===== src/slps_pkg.sv =====
// shared types, codes and constants of the sensor driven led pattern sequencer
// no dependencies; used by every module in src

package slps_pkg;

  typedef enum logic [1:0] {
    PAT_BLINK = 2'd0,
    PAT_CHASE = 2'd1,
    PAT_CYCLE = 2'd2,
    PAT_ALERT = 2'd3
  } pattern_e;

  typedef enum logic [2:0] {
    CFG_TEMP_ONLY_MODE      = 3'd0,
    CFG_TEMP_ALERT_LEVEL    = 3'd1,
    CFG_TEMP_WARNING_LEVEL  = 3'd2,
    CFG_LIGHT_ALERT_LEVEL   = 3'd3,
    CFG_LIGHT_WARNING_LEVEL = 3'd4,
    CFG_BLINK_INTERVAL_MS   = 3'd5
  } cfg_idx_e;

  localparam int unsigned CfgIdxW  = 3;
  localparam int unsigned CfgDataW = 16;
  localparam int unsigned TimeW    = 32;
  localparam int unsigned IntvW    = 16;

  // led level bits: bit 0 red, bit 1 yellow, bit 2 green
  localparam logic [2:0] LedR   = 3'b001;
  localparam logic [2:0] LedY   = 3'b010;
  localparam logic [2:0] LedG   = 3'b100;
  localparam logic [2:0] LedOff = 3'b000;

  localparam logic [IntvW-1:0] AlertIntvMs = 16'd120;
  localparam logic [IntvW-1:0] ChaseIntvMs = 16'd180;
  localparam logic [IntvW-1:0] CycleIntvMs = 16'd350;

  localparam logic [7:0] StepCountMax = 8'd255;

  localparam logic signed [11:0] TempAlertRst   = 12'sd300;
  localparam logic signed [11:0] TempWarningRst = 12'sd260;
  localparam logic [11:0]        LightAlertRst   = 12'd500;
  localparam logic [11:0]        LightWarningRst = 12'd1000;
  localparam logic [IntvW-1:0]   BlinkIntvRst    = 16'd500;

  typedef struct packed {
    logic                     temp_only_mode;
    logic signed [11:0]       temp_alert_level;
    logic signed [11:0]       temp_warning_level;
    logic [11:0]              light_alert_level;
    logic [11:0]              light_warning_level;
    logic [IntvW-1:0]         blink_interval_ms;
  } cfg_t;

  typedef struct packed {
    logic                     auto_mode;
    logic [1:0]               chosen_pattern;
    logic signed [11:0]       temperature_tenths;
    logic [11:0]              light_level;
    logic                     motion_seen;
    logic [TimeW-1:0]         now_ms;
  } item_t;

  typedef struct packed {
    logic [2:0]               leds;
    pattern_e                 active_pattern;
    logic                     stepped;
  } result_t;

endpackage


===== src/slps_cfg_regs.sv =====
// configuration register file of the sequencer
// depends on slps_pkg for the register codes and cfg_t

module slps_cfg_regs (
  input  logic                          clk_i,
  input  logic                          rst_ni,
  input  logic                          wr_en_i,
  input  logic [slps_pkg::CfgIdxW-1:0]  wr_idx_i,
  input  logic [slps_pkg::CfgDataW-1:0] wr_data_i,
  output slps_pkg::cfg_t                cfg_o
);

  slps_pkg::cfg_t cfg_q, cfg_d;

  always_comb begin
    cfg_d = cfg_q;
    if (wr_en_i) begin
      case (slps_pkg::cfg_idx_e'(wr_idx_i))
        slps_pkg::CFG_TEMP_ONLY_MODE:      cfg_d.temp_only_mode      = wr_data_i[0];
        slps_pkg::CFG_TEMP_ALERT_LEVEL:    cfg_d.temp_alert_level    = $signed(wr_data_i[11:0]);
        slps_pkg::CFG_TEMP_WARNING_LEVEL:  cfg_d.temp_warning_level  = $signed(wr_data_i[11:0]);
        slps_pkg::CFG_LIGHT_ALERT_LEVEL:   cfg_d.light_alert_level   = wr_data_i[11:0];
        slps_pkg::CFG_LIGHT_WARNING_LEVEL: cfg_d.light_warning_level = wr_data_i[11:0];
        slps_pkg::CFG_BLINK_INTERVAL_MS:   cfg_d.blink_interval_ms   = wr_data_i;
        default: ;
      endcase
    end
  end

  always_ff @(posedge clk_i or negedge rst_ni) begin
    if (!rst_ni) begin
      cfg_q.temp_only_mode      <= 1'b0;
      cfg_q.temp_alert_level    <= slps_pkg::TempAlertRst;
      cfg_q.temp_warning_level  <= slps_pkg::TempWarningRst;
      cfg_q.light_alert_level   <= slps_pkg::LightAlertRst;
      cfg_q.light_warning_level <= slps_pkg::LightWarningRst;
      cfg_q.blink_interval_ms   <= slps_pkg::BlinkIntvRst;
    end else begin
      cfg_q <= cfg_d;
    end
  end

  assign cfg_o = cfg_q;

endmodule


===== src/slps_step_core.sv =====
// pattern selection, step timing and led level decode with the animation state
// depends on slps_pkg for item_t, result_t, cfg_t and the pattern codes

module slps_step_core (
  input  logic              clk_i,
  input  logic              rst_ni,
  input  logic              fire_i,
  input  slps_pkg::item_t   item_i,
  input  slps_pkg::cfg_t    cfg_i,
  output slps_pkg::result_t res_o
);

  logic [slps_pkg::TimeW-1:0] last_time_q, last_time_d;
  logic [7:0]                 count_q, count_d;
  logic [1:0]                 ph3_q, ph3_d;   // step count mod 3
  slps_pkg::pattern_e         prev_pat_q, prev_pat_d;
  logic                       prev_mode_q, prev_mode_d;
  logic [2:0]                 leds_q, leds_d;

  slps_pkg::pattern_e         auto_pat, pat;
  logic                       changed, step;
  logic [7:0]                 cnt;
  logic [1:0]                 ph3;
  logic [slps_pkg::IntvW-1:0] intv;
  logic [slps_pkg::TimeW-1:0] elapsed;
  logic [2:0]                 step_leds;
  logic                       t_alert, t_warn, l_alert, l_warn;

  assign t_alert = item_i.temperature_tenths >= cfg_i.temp_alert_level;
  assign t_warn  = item_i.temperature_tenths >= cfg_i.temp_warning_level;
  assign l_alert = item_i.light_level <= cfg_i.light_alert_level;
  assign l_warn  = item_i.light_level <= cfg_i.light_warning_level;

  always_comb begin
    if (cfg_i.temp_only_mode) begin
      if (t_alert)     auto_pat = slps_pkg::PAT_ALERT;
      else if (t_warn) auto_pat = slps_pkg::PAT_CHASE;
      else             auto_pat = slps_pkg::PAT_BLINK;
    end else begin
      if (t_alert || l_alert || item_i.motion_seen) auto_pat = slps_pkg::PAT_ALERT;
      else if (t_warn || l_warn)                    auto_pat = slps_pkg::PAT_CHASE;
      else                                          auto_pat = slps_pkg::PAT_CYCLE;
    end
  end

  assign pat = item_i.auto_mode ? auto_pat : slps_pkg::pattern_e'(item_i.chosen_pattern);

  assign changed = (pat != prev_pat_q) || (item_i.auto_mode != prev_mode_q);
  assign cnt     = changed ? 8'd0 : count_q;
  assign ph3     = changed ? 2'd0 : ph3_q;

  always_comb begin
    case (pat)
      slps_pkg::PAT_ALERT: intv = slps_pkg::AlertIntvMs;
      slps_pkg::PAT_CHASE: intv = slps_pkg::ChaseIntvMs;
      slps_pkg::PAT_CYCLE: intv = slps_pkg::CycleIntvMs;
      default:             intv = cfg_i.blink_interval_ms;
    endcase
  end

  assign elapsed = item_i.now_ms - last_time_q;
  assign step    = elapsed >= {{(slps_pkg::TimeW-slps_pkg::IntvW){1'b0}}, intv};

  always_comb begin
    case (pat)
      slps_pkg::PAT_BLINK: step_leds = cnt[0] ? slps_pkg::LedOff
                                              : (slps_pkg::LedR | slps_pkg::LedY | slps_pkg::LedG);
      slps_pkg::PAT_CHASE: begin
        case (ph3)
          2'd0:    step_leds = slps_pkg::LedR;
          2'd1:    step_leds = slps_pkg::LedY;
          default: step_leds = slps_pkg::LedG;
        endcase
      end
      slps_pkg::PAT_CYCLE: begin
        case (cnt[1:0])
          2'd0:    step_leds = slps_pkg::LedR;
          2'd1:    step_leds = slps_pkg::LedY;
          2'd2:    step_leds = slps_pkg::LedG;
          default: step_leds = slps_pkg::LedOff;
        endcase
      end
      default: step_leds = cnt[0] ? (slps_pkg::LedR | slps_pkg::LedY) : slps_pkg::LedR;
    endcase
  end

  always_comb begin
    last_time_d = last_time_q;
    count_d     = count_q;
    ph3_d       = ph3_q;
    prev_pat_d  = prev_pat_q;
    prev_mode_d = prev_mode_q;
    leds_d      = leds_q;
    if (fire_i) begin
      prev_pat_d  = pat;
      prev_mode_d = item_i.auto_mode;
      count_d     = cnt;
      ph3_d       = ph3;
      if (step) begin
        last_time_d = item_i.now_ms;
        leds_d      = step_leds;
        count_d     = cnt + 8'd1;
        // 256 is 1 mod 3, so the phase restarts with the counter wrap
        if (cnt == slps_pkg::StepCountMax) ph3_d = 2'd0;
        else if (ph3 == 2'd2)              ph3_d = 2'd0;
        else                               ph3_d = ph3 + 2'd1;
      end
    end
  end

  always_ff @(posedge clk_i or negedge rst_ni) begin
    if (!rst_ni) begin
      last_time_q <= '0;
      count_q     <= '0;
      ph3_q       <= '0;
      prev_pat_q  <= slps_pkg::PAT_BLINK;
      prev_mode_q <= 1'b0;
      leds_q      <= slps_pkg::LedOff;
    end else begin
      last_time_q <= last_time_d;
      count_q     <= count_d;
      ph3_q       <= ph3_d;
      prev_pat_q  <= prev_pat_d;
      prev_mode_q <= prev_mode_d;
      leds_q      <= leds_d;
    end
  end

  assign res_o.leds           = leds_d;
  assign res_o.active_pattern = pat;
  assign res_o.stepped        = step;

endmodule


===== src/sensor_driven_led_pattern_sequencer.sv =====
// top level of the sensor driven led pattern sequencer: input and result registers
// depends on slps_pkg, slps_cfg_regs and slps_step_core
//
// channel  direction  handshake              payload
// in       input      in_valid_i/in_stall_o  auto_mode .. now_ms
// out      output     out_valid_o/out_stall_i red_on .. stepped
// cfg      input      cfg_valid_i/cfg_ready_o cfg_index_i, cfg_data_i
//
// one update per cycle sustained while the result is not stalled; an update passes
// from input transfer to result through the input register and then the result register
// the whole per-update work sits between these two registers and writes the
// animation state at the same edge that loads the result
// reset clears all valid flags and the animation state and returns the
// threshold registers to their defaults
// a stalled result holds in place; the input register accepts while it is
// empty, or while the result register is free or drains in the same cycle

module sensor_driven_led_pattern_sequencer (
  input  logic                          clk_i,
  input  logic                          rst_ni,
  // update channel
  input  logic                          in_valid_i,
  output logic                          in_stall_o,
  input  logic                          auto_mode_i,
  input  logic [1:0]                    chosen_pattern_i,
  input  logic signed [11:0]            temperature_tenths_i,
  input  logic [11:0]                   light_level_i,
  input  logic                          motion_seen_i,
  input  logic [31:0]                   now_ms_i,
  // result channel
  output logic                          out_valid_o,
  input  logic                          out_stall_i,
  output logic                          red_on_o,
  output logic                          yellow_on_o,
  output logic                          green_on_o,
  output logic [1:0]                    active_pattern_o,
  output logic                          stepped_o,
  // configuration write channel
  input  logic                          cfg_valid_i,
  output logic                          cfg_ready_o,
  input  logic [slps_pkg::CfgIdxW-1:0]  cfg_index_i,
  input  logic [slps_pkg::CfgDataW-1:0] cfg_data_i
);

  slps_pkg::cfg_t    cfg;
  slps_pkg::item_t   item_q, item_d;
  slps_pkg::result_t res, res_q;
  logic              in_vld_q, out_vld_q;
  logic              adv, fire, in_xfer;

  // registers are always writable
  assign cfg_ready_o = 1'b1;

  slps_cfg_regs u_cfg (
    .clk_i    (clk_i),
    .rst_ni   (rst_ni),
    .wr_en_i  (cfg_valid_i),
    .wr_idx_i (cfg_index_i),
    .wr_data_i(cfg_data_i),
    .cfg_o    (cfg)
  );

  // result register can load when empty or when its transfer completes now
  assign adv        = !out_vld_q || !out_stall_i;
  assign fire       = in_vld_q && adv;
  assign in_stall_o = in_vld_q && !adv;
  assign in_xfer    = in_valid_i && !in_stall_o;

  assign item_d.auto_mode          = auto_mode_i;
  assign item_d.chosen_pattern     = chosen_pattern_i;
  assign item_d.temperature_tenths = temperature_tenths_i;
  assign item_d.light_level        = light_level_i;
  assign item_d.motion_seen        = motion_seen_i;
  assign item_d.now_ms             = now_ms_i;

  always_ff @(posedge clk_i or negedge rst_ni) begin
    if (!rst_ni) begin
      in_vld_q  <= 1'b0;
      out_vld_q <= 1'b0;
    end else begin
      // input register fills on a transfer and empties when its item moves on
      if (in_xfer)     in_vld_q  <= 1'b1;
      else if (fire)   in_vld_q  <= 1'b0;
      if (adv)         out_vld_q <= in_vld_q;
    end
  end

  // payload registers, no reset
  always_ff @(posedge clk_i) begin
    if (in_xfer) item_q <= item_d;
    if (fire)    res_q  <= res;
  end

  slps_step_core u_core (
    .clk_i (clk_i),
    .rst_ni(rst_ni),
    .fire_i(fire),
    .item_i(item_q),
    .cfg_i (cfg),
    .res_o (res)
  );

  assign out_valid_o      = out_vld_q;
  assign red_on_o         = |(res_q.leds & slps_pkg::LedR);
  assign yellow_on_o      = |(res_q.leds & slps_pkg::LedY);
  assign green_on_o       = |(res_q.leds & slps_pkg::LedG);
  assign active_pattern_o = res_q.active_pattern;
  assign stepped_o        = res_q.stepped;

endmodule


===== config.mk =====
export PLATFORM = sky130hd
export DESIGN_NAME = sensor_driven_led_pattern_sequencer
export DESIGN_NICKNAME = d
export VERILOG_FILES = /design/src/slps_pkg.sv /design/src/slps_cfg_regs.sv /design/src/slps_step_core.sv /design/src/sensor_driven_led_pattern_sequencer.sv
export SDC_FILE = /design/constraint.sdc
export NUM_CORES = 1
export LEC_CHECK = 0
export ABC_CLOCK_PERIOD_IN_PS = 11500
export BUFFER_PORTS_ARGS = -buffer_cell sky130_fd_sc_hd__buf_2
export CAP_MARGIN = 20
export CORE_UTILIZATION = 50
export DETAILED_ROUTE_END_ITERATION = 10
export PLACE_DENSITY = 0.69
export SLEW_MARGIN = 20
export SYNTH_ARGS = -nofsm -noshare
export SYNTH_HDL_FRONTEND = slang
export SYNTH_SLANG_ARGS = --single-unit

===== constraint.sdc =====
create_clock -name clk_i -period 11.5 [get_ports clk_i]
set_clock_uncertainty 0.15 [all_clocks]
set_input_delay 0.575 -clock clk_i [delete_from_list [all_inputs] [get_ports clk_i]]
set_output_delay 0.575 -clock clk_i [all_outputs]
set_load 0.02 [all_outputs]

==> run_results.csv, run 1 <==
group,metric,value,unit
status,outcome,"complete, no violations",
power,leakagePower,5.18,nW
synthesis,async_flop_share,63.5,%
floorplan,core_area,20400,um^2
route,route.vias.total,7952,
power,clkPwrFrac,29.2,%
setup_path,cpMostUsedCell,"a211oi_1",
global_route,grt_max_degree,65,
clock_tree,h-tree-depth,4,
clock_tree,cts_hold_repair.buffers,0,
sta,slew_viol_final,0,
power,p_int,1.35,mW
floorplan,num_io_pins,93,
power,switching_share,34.0,%
global_route,overflow,0,
sta,worst_pin_slew,1.05,ns
setup_path,arrival,7.17,ns
floorplan,initial_core_util,51.5,%
sta,setup_viol,0,
power,pwr-share-seq,40.3,%
setup_path,cp_max_fo,26,
synthesis,syn_inst,1025,
power,power_density,172,nW/um^2
cells_and_area,fill_cells,1801,
setup_path,cpPeakStageDelay,0.83,ns
sta,finalCritPeriodShare,61.0,%
place,dpl_cell_area,11200,um^2
global_route,grt_usage,23.4,%
place,place_congestion,0.866,
synthesis,ys.flop_type,"dfrtp_1",
cells_and_area,n_antenna_cell,0,
setup_path,start_kind,"register",
synthesis,avgSynthCellArea,10.3,um^2
clock_tree,clk_latency,0.45,ns
run,drv_cap,0,
power,switchingPower,0.693,mW
synthesis,synth_cell_type_count,78,
global_route,grt_antenna_before_repair,0,
clock_tree,cts_setup_buffers,0,
sta,rsz0062_at_grt,"false",
cells_and_area,fin_area,11800,um^2
clock_tree,cts_root_buf,"clkbuf_16",
sta,fin_ws,4.48,ns
synthesis,yosys_warnings,0,
sta,relSlewSlack,29.9,%
route,routed_wl,23900,um
synthesis,syn_area,10500,um^2
cells_and_area,syn_to_final_growth,12.6,%
cells_and_area,nets,1297,
place,post-dp-hpwl,17300,um
clock_tree,cts_tree,"yes",
setup_path,end_kind,"register",
global_route,grt_pass1_vias,7761,
sta,hold_viol_final,0,
setup_path,slowest_stage,"or4_1",
clock_tree,cts_sinks,181,
synthesis,synth-seq-cells,181,
floorplan,die-area,21600,um^2
clock_tree,cts_resized,0,
route,wl_per_cell,17.2,um
floorplan,rows,52,
route,drtIter0Drc,499,
power,p_comb_share,30.4,%
floorplan,die_w,147,um
synthesis,syn_nets,1215,
route,drc,0,
route,vias_per_cell,5.72,
sta,fmax,143,MHz
synthesis,synth-edff-count,66,
setup_path,path_cells,"inv_1, ha_1, a21o_1, a211oi_1, o211ai_1, mux2_2, a211oi_1, nand3_1, o21ai_0, ha_1, inv_1, o21ai_0, ha_1, a21o_1, a21o_1, a211oi_1, a211oi_1, or3_1, or4_1, or4_1, buf_4, o211ai_1, o211ai_1",
floorplan,die_h,147,um
clock_tree,clk_pin_slew,0.08,ns
global_route,grt_pass1_wl,39600,um
setup_path,path_class,"register to register",
sta,fin_crit,7.02,ns
clock_tree,clockBufferDepth,2,
worst_hold_path,worst_hold_path_type,"input pin to asynchronous set/reset pin",
setup_path,required,11.66,ns
power,peakVddDrop,0.0988,mV
route,firstDrtPassIters,7,
clock_tree,cts-buffers-inserted,17,
place,post-place-ws,4.56,ns
cells_and_area,drive_gt1_share,17.9,%
route,final_antenna_net_count,0,
synthesis,seq_area_frac_synth,46.5,%
sta,finalSetupTns,0,ns
place,port_buffers,91,
-- logic make-up after synthesis --
| group | after synthesis | share of synthesized area [%] |
|---|---|---|
| adder cells (fa/ha/maj) | 106 | 12.7 |
| AND/OR/NAND/NOR | 268 | 13.1 |
| flip-flops | 181 | 46.5 |
| multiplexers | 44 | 4.64 |
| XOR/XNOR | 23 | 1.92 |
| AO/OA/AOI/OAI | 274 | 16.5 |
| buffers and inverters | 128 | 4.64 |
| other | 1 | 0.0357 |
-- state kept, by name, summed over array words and instances, names as in the netlist, 2 cells and up --
signal and flops:
u_core.count_q 8, u_core.last_time_q 32, item_q 60, u_cfg.cfg_o 65
u_core.leds_q 3, u_core.ph3_q 2, active_pattern_o 2, u_core.prev_pat_q 2
-- synth_stat cells (all sizes together), types with 2 or more instances --
library cell	number	area (um^2)
o211ai	17	133
a311oi	3	26.3
nor2b	8	50.1
or3	12	80.1
a21o	25	188
mux2i	6	60.1
nor3b	2	15.0
nor4	5	37.5
a31oi	6	43.8
o21bai	3	22.5
a21oi	53	265
a211o	2	17.5
xnor2	13	114
nand4b	3	26.3
dfrtp	91	2280
nand3	51	255
nor4b	4	35.0
o211a	5	50.1
a21boi	2	18.8
o31ai	2	15.0
and3	9	56.3
o221ai	2	17.5
and2	4	25.0
or4	2	15.0
nor2	25	93.8
mux2	38	428
edfxtp	66	1980
nand2b	13	81.3
buf	11	48.8
nand4	17	106
o22ai	6	43.8
ha	105	1310
nor3	16	80.1
a211oi	16	120
o21a	16	120
and4	6	55.1
clkbuf	23	86.3
xor2	10	87.6
nand2	87	327
o21ai	98	490
inv	93	349
dfstp	24	631
-- stage by stage --
| stage | power (mW) | utilization, % | hold WS (ns) | std cells |
|---|---|---|---|---|
| 2_1_floorplan | 1.28 | - | 0.129 | 1025 |
| 3_3_place_gp | 1.43 | 55.0 | 0.318 | 1358 |
| 3_5_place_dp | 1.45 | 55.0 | 0.330 | 1358 |
| 4_1_cts | 2.05 | 57.9 | 0.130 | 1390 |
| 5_1_grt | 2.17 | 57.9 | 0.130 | 1390 |
| 6_report | 2.04 | 57.9 | 0.0932 | 1390 |
-- final timing paths --
path	cells after the start	slack, ns	start	to
max	23	4.48	u_cfg.cfg_o[42]	u_core.ph3_q[0]
min	1	0.09	rst_ni	u_core.last_time_q[10]
max reg2reg	23	4.48	u_cfg.cfg_o[42]	u_core.ph3_q[0]
min reg2reg	1	0.34	u_core.leds_q[1]	u_core.leds_q[1]
max in group asynchronous	2	9.89	rst_ni	u_core.last_time_q[29]
min in group clk_i	1	0.15	temperature_tenths_i[6]	item_q[51]
-- worst max-delay path, delay by kind of cell, from the launching register on --
family / cells / cell delay [ns]
simple gates: 4 / 1.71
fa+ha+maj: 3 / 1.22
mux: 1 / 0.31
compound gates: 12 / 2.35
flops: 1 / 0.52
buf+inv: 3 / 0.60
-- layout by cell type (no fill, tap or decap), drive strengths merged, types with 17 or more instances in the layout --
cell	Yosys	final
inv	93	103
nor2	25	25
clkbuf	23	17
o21ai	98	98
nand3	51	51
a21o	25	25
dfstp	24	24
buf	11	97
a21oi	53	53
nand4	17	17
ha	105	105
o211ai	17	17
mux2	38	38
edfxtp	66	66
nand2	87	87
dfrtp	91	91
-- final cells by class --
type | instances | area (um^2) | share of cell area (%)
clock inverter | 15 | 174 | 1.47
multi-input combinational | 716 | 5150 | 43.5
clock buffer | 17 | 425 | 3.59
inverter | 94 | 353 | 2.98
sequential | 181 | 4890 | 41.3
tap | 270 | 338 | 2.85
timing repair buffer | 97 | 503 | 4.25
-- power groups by stage --
stage / Sequential (mW) / Clock, mW / Combinational (mW)
after detailed placement: 0.836 / 0 / 0.612
after global routing: 0.834 / 0.632 / 0.702
final: 0.824 / 0.596 / 0.621
after floorplan: 0.820 / 0 / 0.457
after CTS: 0.824 / 0.610 / 0.620
after global placement: 0.833 / 0 / 0.594
-- metal layers --
metal	vias to the layer above	share of wire (%)	global-route usage [%]
li1	3911	-	-
met1	3815	49	32.9
met2	193	46	36.9
met3	33	3.9	4.13
met4	0	1.7	6.91
met5	-	0	0
Power figures use the tool's default switching activity.
==> run 2: changes to the inputs <==
Settings changed: ABC_AREA from default to 1, ABC_CLOCK_PERIOD_IN_PS 11500 to 5700, PLACE_DENSITY 0.69 to 0.71.
Clock period 11.5 ns to 5.7 ns, I/O delays scaled along.
==> run 2 against run 1 <==
Against the previous run:
- final cell count increased by 33%
- fmax grew 36%
- worst hold slack got worse by 0.080 ns
- synthesized cell count increased by 37%
- combinational power grew to 2.9 times the previous value
- first-iteration DRC count is 11% higher
- area after synthesis grew 6.0%
- cell area grew 11%
- sequential power increased by 110%
- global-route usage increased by 0.81 points
- register-to-register slack worse by 4.0 ns
- clock power grew 110%
- largest cell class unchanged
==> run_results.csv, run 2 <==
group,metric,value,unit
setup_path,required,5.85,ns
floorplan,die-area,22900,um^2
global_route,grt_antenna_before_repair,0,
clock_tree,clk_latency,0.44,ns
sta,setup_viol,0,
sta,fmax,193,MHz
clock_tree,h-tree-depth,4,
sta,rsz0062_at_grt,"false",
synthesis,synth_top_cells_by_area,"dfrtp_1, edfxtp_1, nand2_1",
synthesis,seq_area_frac_synth,43.9,%
synthesis,synth_top_area_share,20.4,%
synthesis,synth-seq-cells,181,
cells_and_area,drive_gt1_share,12.0,%
floorplan,initial_core_util,51.1,%
power,clkPwrFrac,26.1,%
sta,fin_crit,5.18,ns
sta,finalCritPeriodShare,90.8,%
floorplan,core_area,21800,um^2
cells_and_area,mostFrequentLayoutCells,"nand2_1, inv_1, ha_1",
clock_tree,cts_root_buf,"clkbuf_16",
global_route,grt_max_degree,64,
setup_path,start_kind,"register",
route,drtIter0Drc,553,
place,post-dp-hpwl,19600,um
power,leakagePower,6.60,nW
sta,slew_viol_final,0,
synthesis,synth-edff-count,66,
route,drc,0,
floorplan,num_io_pins,93,
clock_tree,cts_tree,"yes",
cells_and_area,syn_to_final_growth,18.0,%
sta,finalSetupTns,0,ns
route,routed_wl,26400,um
run,drv_cap,0,
power,p_int,2.90,mW
setup_path,path_class,"register to register",
power,switchingPower,1.86,mW
synthesis,avgSynthCellArea,7.96,um^2
global_route,grt_pass1_wl,42400,um
synthesis,yosys_warnings,0,
worst_hold_path,worst_hold_path_type,"input pin to register",
clock_tree,clockBufferDepth,2,
sta,hold_viol_final,0,
place,place_congestion,0.960,
global_route,grt_usage,24.2,%
setup_path,cpPeakStageDelay,0.53,ns
synthesis,synthTopCellsByCount,"nand2_1, inv_1, ha_1, o21ai_0, nor2_1",
global_route,overflow,0,
route,vias_per_cell,5.02,
route,firstDrtPassIters,5,
cells_and_area,final_core_util,60.3,%
synthesis,async_flop_share,63.5,%
place,port_buffers,91,
synthesis,syn_inst,1400,
place,post-place-ws,0.374,ns
synthesis,ys.flop_type,"dfrtp_1",
power,switching_share,39.1,%
setup_path,slowest_stage,"dfstp_2",
route,final_antenna_net_count,0,
floorplan,rows,54,
sta,fin_ws,0.523,ns
synthesis,syn_area,11100,um^2
clock_tree,cts_sinks,181,
setup_path,arrival,5.33,ns
cells_and_area,n_antenna_cell,0,
cells_and_area,layout_commonest_cell,"nand2_1",
clock_tree,cts-buffers-inserted,17,
synthesis,synth_cell_type_count,49,
floorplan,die_w,151,um
setup_path,end_kind,"register",
route,route.vias.total,9288,
power,peakVddDrop,0.220,mV
synthesis,post-synth-top-count-cell,"nand2_1",
status,outcome,"complete, no violations",
setup_path,cpMostUsedCell,"nand2_1",
cells_and_area,nets,1749,
floorplan,die_h,151,um
clock_tree,clk_pin_slew,0.08,ns
cells_and_area,fill_cells,1950,
synthesis,post-synth-top-area-cell,"dfrtp_1",
synthesis,syn_nets,1590,
power,pwr-share-seq,35.8,%
global_route,grt_pass1_vias,8927,
sta,relSlewSlack,43.9,%
power,p_comb_share,38.1,%
sta,worst_pin_slew,0.840,ns
setup_path,cp_max_fo,39,
route,wl_per_cell,14.2,um
power,power_density,361,nW/um^2
cells_and_area,largest_register_ffs,65,
run 2: changes by cell type after synthesis, sizes merged, moves of 18 or more:
cell   before  now
a21o       25    1
o21ai      98  116
mux2       38    4
nor2       25  101
nand2      87  427
inv        93  241
run 2: path summary, 6_finish.rpt:
check | start | slack [ns] | cells past startpoint | to
setup / recovery | u_cfg.cfg_o[35] | 0.52 | 29 | u_core.last_time_q[25]
hold reg to reg | u_cfg.cfg_o[38] | 0.34 | 2 | u_cfg.cfg_o[38]
max in group asynchronous | rst_ni | 3.81 | 3 | u_cfg.cfg_o[18]
setup reg to reg | u_cfg.cfg_o[35] | 0.52 | 29 | u_core.last_time_q[25]
min in group asynchronous | rst_ni | 0.29 | 2 | u_core.last_time_q[16]
hold / removal | in_valid_i | 0.01 | 3 | in_vld_q
run 2: cells by family after synthesis:
kind of cell | share of synthesized area (%)
flops | 43.9
compound gates | 9.07
xor+xnor | 1.65
fa+ha+maj | 12.0
buf+inv | 9.33
other cells | 0.0336
simple gates | 23.6
mux | 0.494
run 2: through the flow:
stage	std cells	hold WS (ns)	instance area [um^2]	total power, mW
after floorplan	1400	-0.161	11100	3.03
after global placement	1754	0.239	11900	3.44
after detailed placement	1754	0.244	11900	3.48
after CTS	1852	0.00255	13100	4.77
after global routing	1852	0.0276	13200	5.12
final	1852	0.0134	13200	4.75
run 2: power by group through the flow:
stage | logic [mW] | clock network, mW | registers [mW]
2_1_floorplan | 1.33 | 0 | 1.70
3_3_place_gp | 1.72 | 0 | 1.72
3_5_place_dp | 1.76 | 0 | 1.72
4_1_cts | 1.81 | 1.26 | 1.70
5_1_grt | 2.08 | 1.32 | 1.73
6_report | 1.81 | 1.24 | 1.70
run 2: repair_timing:
action / in CTS / in global routing
setup endpoints to repair: 0 / 25
hold buffers: 66 / 0
resized for setup: 0 / 2
setup buffers: 0 / 0
endpoints found under the hold margin: 114 / 0
run 2: layout make-up:
cell class,count,area [um^2],share of cell area [%]
sequential,181,4890,37.2
inverter,244,922,7.01
multi-input combinational,955,5220,39.7
clock buffer,17,425,3.23
clock inverter,15,206,1.57
tap,280,350,2.66
timing repair buffer,160,1140,8.67
run 2: critical path: cells and delay by family, from the launching register on:
family	cells	cell delay, ns
AND/OR/NAND/NOR	17	2.01
flip-flops	1	0.53
AO/OA/AOI/OAI	4	0.58
adder cells (fa/ha/maj)	3	0.92
buffers and inverters	5	0.81
run 2: layer usage:
layer	GRT usage, %	wire, um	vias up
met2	43.2	13100	187
met5	0	0	-
li1	-	-	4803
met1	29.4	11900	4264
met3	4.25	863	34
met4	7.70	558	0
==> run 3: changes to the inputs <==
Settings changed: PLACE_DENSITY 0.71 to 0.78, TNS_END_PERCENT from default to 100.
==> run 3 against run 2 <==
Against the previous run:
- setup slack worse by 0.0044 ns
- global-route usage rose by 0.90 points
- non-clock buffer count increased by 1
- clock power hardly changed
- critical path depth decreased by 1
==> run_results.csv, run 3 (same netlist as run 2, synthesis figures left out) <==
group,metric,value,unit
cells_and_area,nets,1750,
cells_and_area,drive_gt1_share,12.0,%
clock_tree,cts_root_buf,"clkbuf_16",
run,drv_cap,0,
sta,slew_viol_final,0,
sta,finalCritPeriodShare,90.9,%
worst_hold_path,min_from,"cfg_index_i[0]",
power,clkPwrFrac,25.6,%
worst_hold_path,whs_endpoint,"u_cfg.cfg_o[64]",
sta,finalSetupTns,0,ns
global_route,overflow,0,
power,fin_total_pwr,4.75,mW
floorplan,num_io_pins,93,
sta,setup_viol,0,
cells_and_area,largest_register_ffs,65,
route,drc,0,
floorplan,die-area,22900,um^2
cells_and_area,final_core_util,60.3,%
cells_and_area,n_antenna_cell,0,
place,post-dp-hpwl,20300,um
worst_hold_path,worst_hold_path_type,"input pin to register",
route,firstDrtPassIters,7,
status,outcome,"complete, no violations",
setup_path,reg2regPathDepth,28,
cells_and_area,fill_cells,1883,
route,route.vias.total,9465,
global_route,grt_pass1_vias,9401,
cells_and_area,final_cell_count_no_fill,1853,
worst_hold_path,hold_depth,3,
place,place_congestion,0.933,
power,p_int,2.86,mW
setup_path,arrival,5.22,ns
route,wl_per_cell,14.6,um
route,drtIter0Drc,547,
floorplan,die_w,151,um
clock_tree,clk_latency,0.44,ns
clock_tree,clockBufferDepth,2,
setup_path,cp_max_fo,66,
cells_and_area,mostFrequentLayoutCells,"nand2_1, inv_1, ha_1",
setup_path,cpPeakStageDelay,0.54,ns
clock_tree,cts_tree,"yes",
setup_path,path_class,"register to register",
power,switchingPower,1.88,mW
setup_path,start_kind,"register",
power,pwr-share-seq,35.8,%
global_route,grt_pass1_wl,44400,um
global_route,grt_usage,25.1,%
sta,fmax,193,MHz
power,leakagePower,6.60,nW
cells_and_area,syn_to_final_growth,18.1,%
clock_tree,cts-buffers-inserted,17,
setup_path,required,5.74,ns
sta,relSlewSlack,42.2,%
floorplan,die_h,151,um
cells_and_area,layout_commonest_cell,"nand2_1",
route,vias_per_cell,5.11,
setup_path,slowest_stage,"dfstp_2",
sta,rsz0062_at_grt,"false",
floorplan,initial_core_util,51.1,%
power,peakVddDrop,0.198,mV
global_route,grt_antenna_before_repair,0,
floorplan,core_area,21800,um^2
place,dpl.cell_count,1754,
global_route,grt_max_degree,68,
sta,fin_crit,5.18,ns
clock_tree,cts_sinks,181,
power,p_comb_share,38.6,%
clock_tree,h-tree-depth,4,
route,routed_wl,27100,um
sta,hold_viol_final,0,
route,final_antenna_net_count,0,
place,port_buffers,91,
sta,fin_ws,0.519,ns
clock_tree,clk_pin_slew,0.08,ns
power,switching_share,39.7,%
sta,worst_pin_slew,0.864,ns
setup_path,end_kind,"register",
power,power_density,361,nW/um^2
place,post-place-ws,0.149,ns
setup_path,critical_path.reg2reg.startpoint,"u_cfg.cfg_o[35]",
setup_path,rrSetupSlack,0.52,ns
setup_path,r2r_end,"red_on_o",
setup_path,cpMostUsedCell,"nand2_1",
floorplan,rows,54,
-- run 3: cell count changes in the layout (fill, tap and decap cells not counted), sizes merged --
cell         change
bufinv           -1
clkinv           -1
dlygate4sd3      +1
inv              +2
-- run 3: timing repair --
item | CTS | global route
setup endpoints to repair | 0 | 39
resized for setup | 0 | 4
hold buffers | 67 | 0
setup buffers | 0 | 0
hold endpoints to repair | 111 | 0
-- run 3: final cells by class --
cell class	count	area [um^2]	area share, %
Multi-Input combinational cell	955	5230	39.7
Clock inverter	15	193	1.46
Inverter	244	925	7.02
Clock buffer	17	425	3.23
Timing Repair Buffer	161	1150	8.74
Tap cell	280	350	2.66
Sequential cell	181	4890	37.1
-- run 3: how the worst max path moves through the flow --
stage	startpoint	slack (ns)	endpoint
3_3_place_gp	u_cfg.cfg_o[25]	0.47	red_on_o
3_5_place_dp	u_cfg.cfg_o[35]	0.15	red_on_o
6_report	u_cfg.cfg_o[35]	0.52	red_on_o
5_1_grt	u_cfg.cfg_o[35]	0.09	red_on_o
2_1_floorplan	u_cfg.cfg_o[25]	1.13	red_on_o
4_1_cts	u_cfg.cfg_o[35]	0.11	red_on_o
-- run 3: worst max-delay path: cells and delay by family, from the launching register on --
kind | cells | cell delay [ns]
adders and majority gates | 3 | 0.82
buffers and inverters | 6 | 0.66
and+or+nand+nor | 16 | 2.09
DFF | 1 | 0.54
AOI/OAI and AO/OA | 3 | 0.68
-- run 3: per-stage QoR --
stage | cell area, um^2 | hold WS, ns
2_1_floorplan | 11100 | -0.161
3_3_place_gp | 11900 | 0.200
3_5_place_dp | 11900 | 0.208
4_1_cts | 13100 | 0.0491
5_1_grt | 13200 | 0.0716
6_report | 13200 | 0.0654
-- run 3: layer usage --
layer | GRT usage [%] | routed length, um | vias to the layer above
met1 | 30.4 | 11700 | 4337
met5 | 0 | 0 | -
li1 | - | - | 4801
met2 | 43.5 | 13200 | 257
met3 | 3.98 | 1180 | 70
met4 | 11.4 | 1010 | 0
-- run 3: power by group through the flow --
stage                     clock network (mW)  logic (mW)  registers, mW
after detailed placement                   0        1.77           1.72
after global routing                    1.30        2.11           1.72
after global placement                     0        1.71           1.72
final                                   1.21        1.83           1.70
after CTS                               1.24        1.82           1.70
after floorplan                            0        1.33           1.70
